## src/rtl/core/sfd_pkg.sv

```systemverilog
`timescale 1ns / 1ps
// ----------------------------------------------------------------------------
// sfd_pkg: shared types and constants of the sensor frame deframer
// Frame delimiter bytes, controller state encoding and the command/status
// bundles that join the controller and the datapath.
// ----------------------------------------------------------------------------
package sfd_pkg;

  // Default payload buffer depth in bytes
  localparam int unsigned MaxPayloadDef = 32;

  // Frame delimiters
  localparam logic [7:0] Hdr0 = 8'hFF;
  localparam logic [7:0] Hdr1 = 8'hEE;
  localparam logic [7:0] Hdr2 = 8'hDD;
  localparam logic [7:0] Ftr0 = 8'hDD;
  localparam logic [7:0] Ftr1 = 8'hEE;
  localparam logic [7:0] Ftr2 = 8'hFF;

  // Output field widths
  localparam int unsigned CountW = 6;
  localparam int unsigned IndexW = 5;

  typedef enum logic [3:0] {
    S_H0,
    S_H1,
    S_H2,
    S_LEN_HI,
    S_LEN_LO,
    S_CMD,
    S_PAYLOAD,
    S_CSUM,
    S_F0,
    S_F1,
    S_F2,
    S_RD,
    S_OUT
  } state_e;

  // Controller -> datapath
  typedef struct packed {
    logic len_hi_load;
    logic len_lo_load;
    logic cmd_load;
    logic pay_write;
    logic csum_load;
    logic rd_clear;
    logic rd_issue;
    logic rd_advance;
  } cmd_t;

  // Datapath -> controller
  typedef struct packed {
    logic is_ff;
    logic is_ee;
    logic is_dd;
    logic len_ok;
    logic count_zero;
    logic pay_done;
    logic out_last;
  } status_t;

endpackage

```

## src/rtl/core/sensor_frame_deframer_core.sv

```systemverilog
`timescale 1ns / 1ps
// ----------------------------------------------------------------------------
// sensor_frame_deframer_core: length-prefixed frame deframer
// Hunts for FF EE DD, takes a 16-bit big-endian length, a command byte,
// length-1 payload bytes, a checksum byte and the footer DD EE FF, then
// emits one result per payload byte (or one empty result) with the
// command, payload count and checksum verdict.
// ----------------------------------------------------------------------------
// Timing: while a frame is being received the input is ready for every
// byte. After the last footer byte the input is held off while the results
// go out: each payload result takes a payload buffer read (S_RD) and then
// an output state (S_OUT) that holds through any output stall; the
// empty-frame result takes the output state only. The next byte is read
// only after the current result is taken. No clearing pass after reset.
module sensor_frame_deframer_core #(
  parameter int unsigned MAX_PAYLOAD = sfd_pkg::MaxPayloadDef
) (
  input  logic                          clk_i,
  input  logic                          rst_ni,
  input  logic                          in_valid_i,
  output logic                          in_ready_o,
  input  logic [7:0]                    rx_byte_i,
  output logic                          out_valid_o,
  input  logic                          out_ready_i,
  output logic [7:0]                    command_code_o,
  output logic [sfd_pkg::CountW-1:0]    payload_count_o,
  output logic [sfd_pkg::IndexW-1:0]    byte_index_o,
  output logic [7:0]                    payload_byte_o,
  output logic                          byte_present_o,
  output logic [7:0]                    received_checksum_o,
  output logic                          checksum_ok_o,
  output logic                          last_o
);
  import sfd_pkg::*;

  cmd_t    cmd;
  status_t status;

  sfd_ctrl u_ctrl (
    .clk_i       (clk_i),
    .rst_ni      (rst_ni),
    .in_valid_i  (in_valid_i),
    .in_ready_o  (in_ready_o),
    .out_valid_o (out_valid_o),
    .out_ready_i (out_ready_i),
    .status_i    (status),
    .cmd_o       (cmd)
  );

  sfd_dpath #(
    .MAX_PAYLOAD (MAX_PAYLOAD)
  ) u_dpath (
    .clk_i               (clk_i),
    .rst_ni              (rst_ni),
    .rx_byte_i           (rx_byte_i),
    .cmd_i               (cmd),
    .status_o            (status),
    .command_code_o      (command_code_o),
    .payload_count_o     (payload_count_o),
    .byte_index_o        (byte_index_o),
    .payload_byte_o      (payload_byte_o),
    .byte_present_o      (byte_present_o),
    .received_checksum_o (received_checksum_o),
    .checksum_ok_o       (checksum_ok_o)
  );

  assign last_o = status.out_last;

endmodule

```

## src/rtl/core/sfd_ram.sv

```systemverilog
`timescale 1ns / 1ps
// ----------------------------------------------------------------------------
// sfd_ram: generic single-port-write, single-port-read RAM
// One write and one registered read per cycle.
// ----------------------------------------------------------------------------
module sfd_ram #(
  parameter int unsigned WIDTH = 8,
  parameter int unsigned DEPTH = 32,
  localparam int unsigned AW = (DEPTH > 1) ? $clog2(DEPTH) : 1
) (
  input  logic             clk_i,
  input  logic             we_i,
  input  logic [AW-1:0]    waddr_i,
  input  logic [WIDTH-1:0] wdata_i,
  input  logic             re_i,
  input  logic [AW-1:0]    raddr_i,
  output logic [WIDTH-1:0] rdata_o
);

  logic [WIDTH-1:0] mem_q [DEPTH];
  logic [WIDTH-1:0] rdata_q;

  // Write port
  always_ff @(posedge clk_i) begin
    if (we_i) begin
      mem_q[waddr_i] <= wdata_i;
    end
  end

  // Registered read port
  always_ff @(posedge clk_i) begin
    if (re_i) begin
      rdata_q <= mem_q[raddr_i];
    end
  end

  assign rdata_o = rdata_q;

endmodule

```

## src/rtl/core/sfd_ctrl.sv

```systemverilog
`timescale 1ns / 1ps
// ----------------------------------------------------------------------------
// sfd_ctrl: deframer controller
// Walks header, length, command, payload, checksum and footer, then
// sequences the result burst out of the payload buffer.
// ----------------------------------------------------------------------------
module sfd_ctrl (
  input  logic             clk_i,
  input  logic             rst_ni,
  input  logic             in_valid_i,
  output logic             in_ready_o,
  output logic             out_valid_o,
  input  logic             out_ready_i,
  input  sfd_pkg::status_t status_i,
  output sfd_pkg::cmd_t    cmd_o
);
  import sfd_pkg::*;

  state_e state_q, state_d;
  logic   in_acc;

  assign in_ready_o  = (state_q != S_RD) && (state_q != S_OUT);
  assign out_valid_o = (state_q == S_OUT);
  assign in_acc      = in_valid_i && in_ready_o;

  // State register
  always_ff @(posedge clk_i or negedge rst_ni) begin
    if (!rst_ni) begin
      state_q <= S_H0;
    end else begin
      state_q <= state_d;
    end
  end

  // Next state and commands
  always_comb begin
    state_d = state_q;
    cmd_o   = '0;
    case (state_q)
      S_H0: begin
        if (in_acc && status_i.is_ff) state_d = S_H1;
      end
      S_H1: begin
        if (in_acc) state_d = status_i.is_ee ? S_H2 : S_H0;
      end
      S_H2: begin
        if (in_acc) state_d = status_i.is_dd ? S_LEN_HI : S_H0;
      end
      S_LEN_HI: begin
        if (in_acc) begin
          cmd_o.len_hi_load = 1'b1;
          state_d           = S_LEN_LO;
        end
      end
      S_LEN_LO: begin
        if (in_acc) begin
          cmd_o.len_lo_load = 1'b1;
          state_d           = status_i.len_ok ? S_CMD : S_H0;
        end
      end
      S_CMD: begin
        if (in_acc) begin
          cmd_o.cmd_load = 1'b1;
          state_d        = status_i.count_zero ? S_CSUM : S_PAYLOAD;
        end
      end
      S_PAYLOAD: begin
        if (in_acc) begin
          cmd_o.pay_write = 1'b1;
          if (status_i.pay_done) state_d = S_CSUM;
        end
      end
      S_CSUM: begin
        if (in_acc) begin
          cmd_o.csum_load = 1'b1;
          state_d         = S_F0;
        end
      end
      S_F0: begin
        if (in_acc) state_d = status_i.is_dd ? S_F1 : S_H0;
      end
      S_F1: begin
        if (in_acc) state_d = status_i.is_ee ? S_F2 : S_H0;
      end
      S_F2: begin
        if (in_acc) begin
          if (status_i.is_ff) begin
            cmd_o.rd_clear = 1'b1;
            state_d        = status_i.count_zero ? S_OUT : S_RD;
          end else begin
            state_d = S_H0;
          end
        end
      end
      // Fetch one buffered payload byte
      S_RD: begin
        cmd_o.rd_issue = 1'b1;
        state_d        = S_OUT;
      end
      // Hold the result until taken
      S_OUT: begin
        if (out_ready_i) begin
          if (status_i.out_last) begin
            state_d = S_H0;
          end else begin
            cmd_o.rd_advance = 1'b1;
            state_d          = S_RD;
          end
        end
      end
      default: begin
        state_d = S_H0;
      end
    endcase
  end

endmodule

```

## src/rtl/core/sfd_dpath.sv

```systemverilog
`timescale 1ns / 1ps
// ----------------------------------------------------------------------------
// sfd_dpath: deframer datapath
// Length check, command and checksum holding, running sum, payload buffer
// and the result fields.
// ----------------------------------------------------------------------------
module sfd_dpath #(
  parameter int unsigned MAX_PAYLOAD = sfd_pkg::MaxPayloadDef
) (
  input  logic                          clk_i,
  input  logic                          rst_ni,
  input  logic [7:0]                    rx_byte_i,
  input  sfd_pkg::cmd_t                 cmd_i,
  output sfd_pkg::status_t              status_o,
  output logic [7:0]                    command_code_o,
  output logic [sfd_pkg::CountW-1:0]    payload_count_o,
  output logic [sfd_pkg::IndexW-1:0]    byte_index_o,
  output logic [7:0]                    payload_byte_o,
  output logic                          byte_present_o,
  output logic [7:0]                    received_checksum_o,
  output logic                          checksum_ok_o
);
  import sfd_pkg::*;

  localparam int unsigned CW = $clog2(MAX_PAYLOAD + 1);
  localparam int unsigned AW = (MAX_PAYLOAD > 1) ? $clog2(MAX_PAYLOAD) : 1;
  localparam logic [8:0]  LenMax = 9'(MAX_PAYLOAD + 1);

  logic          len_hi_zero_q;
  logic [CW-1:0] count_q;
  logic [7:0]    cmd_q;
  logic [7:0]    sum_q;
  logic [7:0]    csum_q;
  logic [CW-1:0] wr_idx_q;
  logic [CW-1:0] rd_idx_q;
  logic [CW:0]   wr_next;
  logic [CW:0]   rd_next;
  logic [7:0]    lo_m1;
  logic [7:0]    rdata;
  logic [CW+CountW-1:0] count_ext;
  logic [CW+IndexW-1:0] index_ext;

  assign lo_m1   = rx_byte_i - 8'd1;
  assign wr_next = {1'b0, wr_idx_q} + 1'b1;
  assign rd_next = {1'b0, rd_idx_q} + 1'b1;

  // Status toward the controller
  always_comb begin
    status_o.is_ff      = (rx_byte_i == Hdr0);
    status_o.is_ee      = (rx_byte_i == Hdr1);
    status_o.is_dd      = (rx_byte_i == Hdr2);
    status_o.len_ok     = len_hi_zero_q && (rx_byte_i != 8'd0) &&
                          ({1'b0, rx_byte_i} <= LenMax);
    status_o.count_zero = (count_q == '0);
    status_o.pay_done   = (wr_next == {1'b0, count_q});
    status_o.out_last   = (count_q == '0) || (rd_next == {1'b0, count_q});
  end

  // Length, command, checksum and running sum
  always_ff @(posedge clk_i or negedge rst_ni) begin
    if (!rst_ni) begin
      len_hi_zero_q <= 1'b0;
      count_q       <= '0;
      cmd_q         <= '0;
      sum_q         <= '0;
      csum_q        <= '0;
      wr_idx_q      <= '0;
      rd_idx_q      <= '0;
    end else begin
      if (cmd_i.len_hi_load) len_hi_zero_q <= (rx_byte_i == 8'd0);
      // loaded on every length byte but only used when the length check passes, so the low bits suffice
      if (cmd_i.len_lo_load) count_q <= lo_m1[CW-1:0];
      if (cmd_i.cmd_load) begin
        cmd_q    <= rx_byte_i;
        sum_q    <= rx_byte_i;
        wr_idx_q <= '0;
      end
      if (cmd_i.pay_write) begin
        sum_q    <= sum_q + rx_byte_i;
        wr_idx_q <= wr_next[CW-1:0];
      end
      if (cmd_i.csum_load)  csum_q   <= rx_byte_i;
      if (cmd_i.rd_clear)   rd_idx_q <= '0;
      if (cmd_i.rd_advance) rd_idx_q <= rd_next[CW-1:0];
    end
  end

  // Payload buffer
  sfd_ram #(
    .WIDTH (8),
    .DEPTH (MAX_PAYLOAD)
  ) u_ram (
    .clk_i   (clk_i),
    .we_i    (cmd_i.pay_write),
    .waddr_i (wr_idx_q[AW-1:0]),
    .wdata_i (rx_byte_i),
    .re_i    (cmd_i.rd_issue),
    .raddr_i (rd_idx_q[AW-1:0]),
    .rdata_o (rdata)
  );

  // Result fields, masked to the port widths
  assign count_ext = {{CountW{1'b0}}, count_q};
  assign index_ext = {{IndexW{1'b0}}, rd_idx_q};

  assign command_code_o      = cmd_q;
  assign payload_count_o     = count_ext[CountW-1:0];
  assign byte_index_o        = index_ext[IndexW-1:0];
  assign byte_present_o      = (count_q != '0);
  assign payload_byte_o      = byte_present_o ? rdata : 8'd0;
  assign received_checksum_o = csum_q;
  assign checksum_ok_o       = (sum_q == csum_q);

endmodule

```

## config.mk

```make
export PLATFORM = sky130hd
export DESIGN_NAME = sensor_frame_deframer_core
export DESIGN_NICKNAME = d
export VERILOG_FILES = /design/src/rtl/core/sfd_pkg.sv /design/src/rtl/core/sensor_frame_deframer_core.sv /design/src/rtl/core/sfd_ram.sv /design/src/rtl/core/sfd_ctrl.sv /design/src/rtl/core/sfd_dpath.sv
export SDC_FILE = /design/constraint.sdc
export NUM_CORES = 1
export LEC_CHECK = 0
export ABC_AREA = 1
export BUFFER_PORTS_ARGS = -buffer_cell sky130_fd_sc_hd__buf_4
export CAP_MARGIN = 15
export CORE_ASPECT_RATIO = 0.7
export CORE_MARGIN = 2
export CORE_UTILIZATION = 58
export CTS_BUF_LIST = sky130_fd_sc_hd__clkbuf_8
export CTS_CLUSTER_SIZE = 40
export DETAILED_ROUTE_END_ITERATION = 7
export PLACE_DENSITY = 0.78
export SKIP_CTS_REPAIR_TIMING = 1
export SYNTH_ARGS = -nofsm -noshare
export SYNTH_HDL_FRONTEND = slang
export SYNTH_HIERARCHICAL = 1
export SYNTH_SLANG_ARGS = --single-unit
export TNS_END_PERCENT = 30
```

## constraint.sdc

```tcl
create_clock -name clk_i -period 2.3 [get_ports clk_i]
set_clock_uncertainty 0.1 [all_clocks]
set_input_delay 0.115 -clock clk_i [delete_from_list [all_inputs] [get_ports clk_i]]
set_output_delay 0.115 -clock clk_i [all_outputs]
set_load 0.03 [all_outputs]
```

==> out/qor.csv <==
metric,value,unit
outcome,finished clean,
fmax,0.446,GHz
grt_overflow,0,
synth_edf_count,264,
layout.area.seq,9110,um2
reg2reg_from,u_dpath/wr_idx_q[0],
area_growth,13.9,%
grt_pass1_wl,55.6,mm
max_slew_margin,0.578,
synth_area_per_cell,10.1,um2
syn_nets,1425,
core_region_area,23800,um2
power,11.5,mW
syn_inst,1399,
cp-end-kind,register,
std_cell_rows,47,
finalSetupTns,0,ns
crit_chain,ha_4 > inv_2 > nand2_2 > nand2_1 > nor2_1 > nand2_1 > nor2_1 > nand3b_1 > nor2_2 > nand3b_1 > nand2_2 > a21oi_4 > buf_6 > nand3_1 > nand2_1,
worstRegToRegCells,15,
cp_slowest_stage_delay,0.41,ns
grt_start_max_net_pins,73,
synthArstFlopShare,0.151,
crit_fanout,3,
hold_violations,0,
p_leak,6.79,nW
rr_endpoint,u_ctrl/state_q[3],
drc,0,
yosys_warnings,6,
netlist_area,14200,um2
synth_area_leader_cell,edfxtp_1,
cts_tree,yes,
synth_top_area_frac,0.558,
postRouteAntennaNets,0,
cts_root_buf,clkbuf_8,
worst_ep_required_time,2.68,ns
die-area,25800,um2
first_pass_iters,8,
criticalPathCategory,reg -> reg,
clock_latency,0.56,ns
cts.sinks,311,
wire_per_inst,19.2,um
antenna_found_initial,0,
critical-path-slowest-cell,dfrtp_1,
grt_use_total,0.284,
wl,36.0,mm
vias,10800,
synth_area_leaders,"edfxtp_1 56%, nand2_1 13%, nand3_1 8.8%",
fin_crit,2.24,ns
cts_buffers,45,
dr.first_iter.drc_count,1492,
maxSlewViolCount,0,
die_h,135,um
finalNetCount,1550,
diodes,0,
start_util,0.596,
die_w,191,um
max_slew.worst_pin.slew,0.633,ns
finalSetupViolations,0,
vias_per_cell,5.76,
cts_htree_levels,2,
synthFlopType,edfxtp_1,
io-pin-count,52,
grt_pass1_vias,10200,
cp_data_arrival_time,2.63,ns
ys_ff_latch,311,
drive_above_1_share,0.159,
fillers,1781,
cpMostUsedCell,nand2_1,
grt_setup_unrepaired,yes,
synth.distinct_cells,43,
critPathLaunchType,register,
path_clk_slew,0.07,ns
gp_congestion,0.966,
period_share,0.975,
pwr_density_cell,713,nW/um2
multi_input_area,4360,um2
yosysSeqAreaShare,0.641,
cap_violations,0,
ir_worst_vdd,482,uV
io_buffers,51,
holdCritPathClass,in -> async,
dp_hpwl,23.2,mm
cts_buffer_depth,3,
reg2reg_slack,0.06,ns
routing by layer:
layer / track usage / share of wire / vias to the layer above
met2: 0.402 / 0.44 / 621
li1: - / - / 4971
met1: 0.434 / 0.43 / 5151
met4: 0.0805 / 0.017 / 0
met5: 0 / 0 / -
met3: 0.0733 / 0.11 / 56
worst max-delay path: cells and delay by family (launching register included):
family / cells / cell delay (ns)
flip-flops: 1 / 0.41
AND/OR/NAND/NOR: 11 / 1.04
adder cells (fa/ha/maj): 1 / 0.28
AO/OA/AOI/OAI: 1 / 0.16
buffers and inverters: 2 / 0.16
synth_stat cells (all sizes together), types with 2 or more instances:
library cell and n:
inv 84, nand2 508, a21oi 9, dfrtp 47, nor3 4, mux2 4
nand3b 4, edfxtp 264, nand3 250, o22ai 6, nor4 2, nand4 9
clkbuf 8, ha 13, buf 56, xnor2 12, o311ai 2, o21ai 22
a31oi 3, nor2 84
registers in the layout (all words and copies together), names as in the netlist:
name                         cells
u_dpath/received_checksum_o      8
u_ctrl/state_q                   4
u_dpath/u_ram/rdata_o            8
u_dpath/command_code_o           8
u_dpath/rd_idx_q                 6
u_dpath/wr_idx_q                 6
u_dpath/len_hi_zero_q            1
u_dpath/payload_count_o          6
u_dpath/sum_q                    8
u_dpath/u_ram/mem_q            256
final cells by class:
type | count | area share
Sequential cell | 311 | 0.563
Multi-Input combinational cell | 939 | 0.270
Tap cell | 318 | 0.0246
Inverter | 85 | 0.0203
Clock inverter | 35 | 0.0111
Timing Repair Buffer | 142 | 0.0725
Clock buffer | 45 | 0.0383
cells by family (layout without fill, tap and decap cells):
kind of cell,count (synthesis),after routing,share of synthesized area
adder cells (fa/ha/maj),14,14,0.0129
AND/OR/NAND/NOR,863,863,0.259
multiplexers,4,4,0.00317
AO/OA/AOI/OAI,45,45,0.0197
buffers and inverters,149,307,0.0564
flip-flops,311,311,0.641
XOR/XNOR,13,13,0.00802
worst max-delay path by stage:
stage	cells past startpoint	to	startpoint	slack, ns
final	15	u_ctrl/state_q[3]	u_dpath/wr_idx_q[0]	0.06
after global routing	15	u_ctrl/state_q[1]	u_dpath/wr_idx_q[0]	-0.09
after CTS	9	u_dpath/u_ram/mem_q[15][3]	u_ctrl/state_q[2]	-0.02
after detailed placement	9	u_dpath/u_ram/mem_q[15][5]	u_ctrl/state_q[2]	-0.008
after global placement	9	u_dpath/u_ram/mem_q[19][6]	u_ctrl/state_q[2]	0.09
after floorplan	7	u_dpath/u_ram/mem_q[11][0]	u_ctrl/state_q[2]	-0.12
where the power goes:
part           total (mW)  leakage, nW  internal, mW  switching, mW
Combinational        1.29         3.35         0.411          0.884
Clock                4.02        0.469          1.95           2.07
Sequential           6.21         2.98          6.16         0.0542
cells in the final DEF, fill, tap and decap left out, drive strengths merged:
cell type / count
nand2: 508
edfxtp: 264
nand3: 250
buf: 132
inv: 96
nor2: 84
dfrtp: 47
clkbuf: 45
o21ai: 22
clkinv: 20
ha: 13
xnor2: 12
dlygate4sd3: 10
a21oi: 9
nand4: 9
o22ai: 6
nand3b: 4
nor3: 4
mux2: 4
clkinvlp: 3
a31oi: 3
nor4: 2
o311ai: 2
bufinv: 1
o21bai: 1
nor3b: 1
or2: 1
o221ai: 1
xor2: 1
a21o: 1
fa: 1
through the flow:
step | cell area [um2] | setup WS, ns | util | cells | hold WS, ns
5_1_grt | 16200 | -0.0869 | 0.679 | 1875 | 0.0701
3_5_place_dp | 15200 | -0.00752 | 0.636 | 1782 | 0.0757
2_1_floorplan | 14200 | -0.116 | - | 1399 | -0.281
4_1_cts | 16000 | -0.0156 | 0.670 | 1862 | -0.517
6_report | 16200 | 0.0577 | 0.679 | 1875 | 0.0328
3_3_place_gp | 15200 | 0.0883 | 0.636 | 1782 | 0.0690
(Power assumes the default switching activity.)
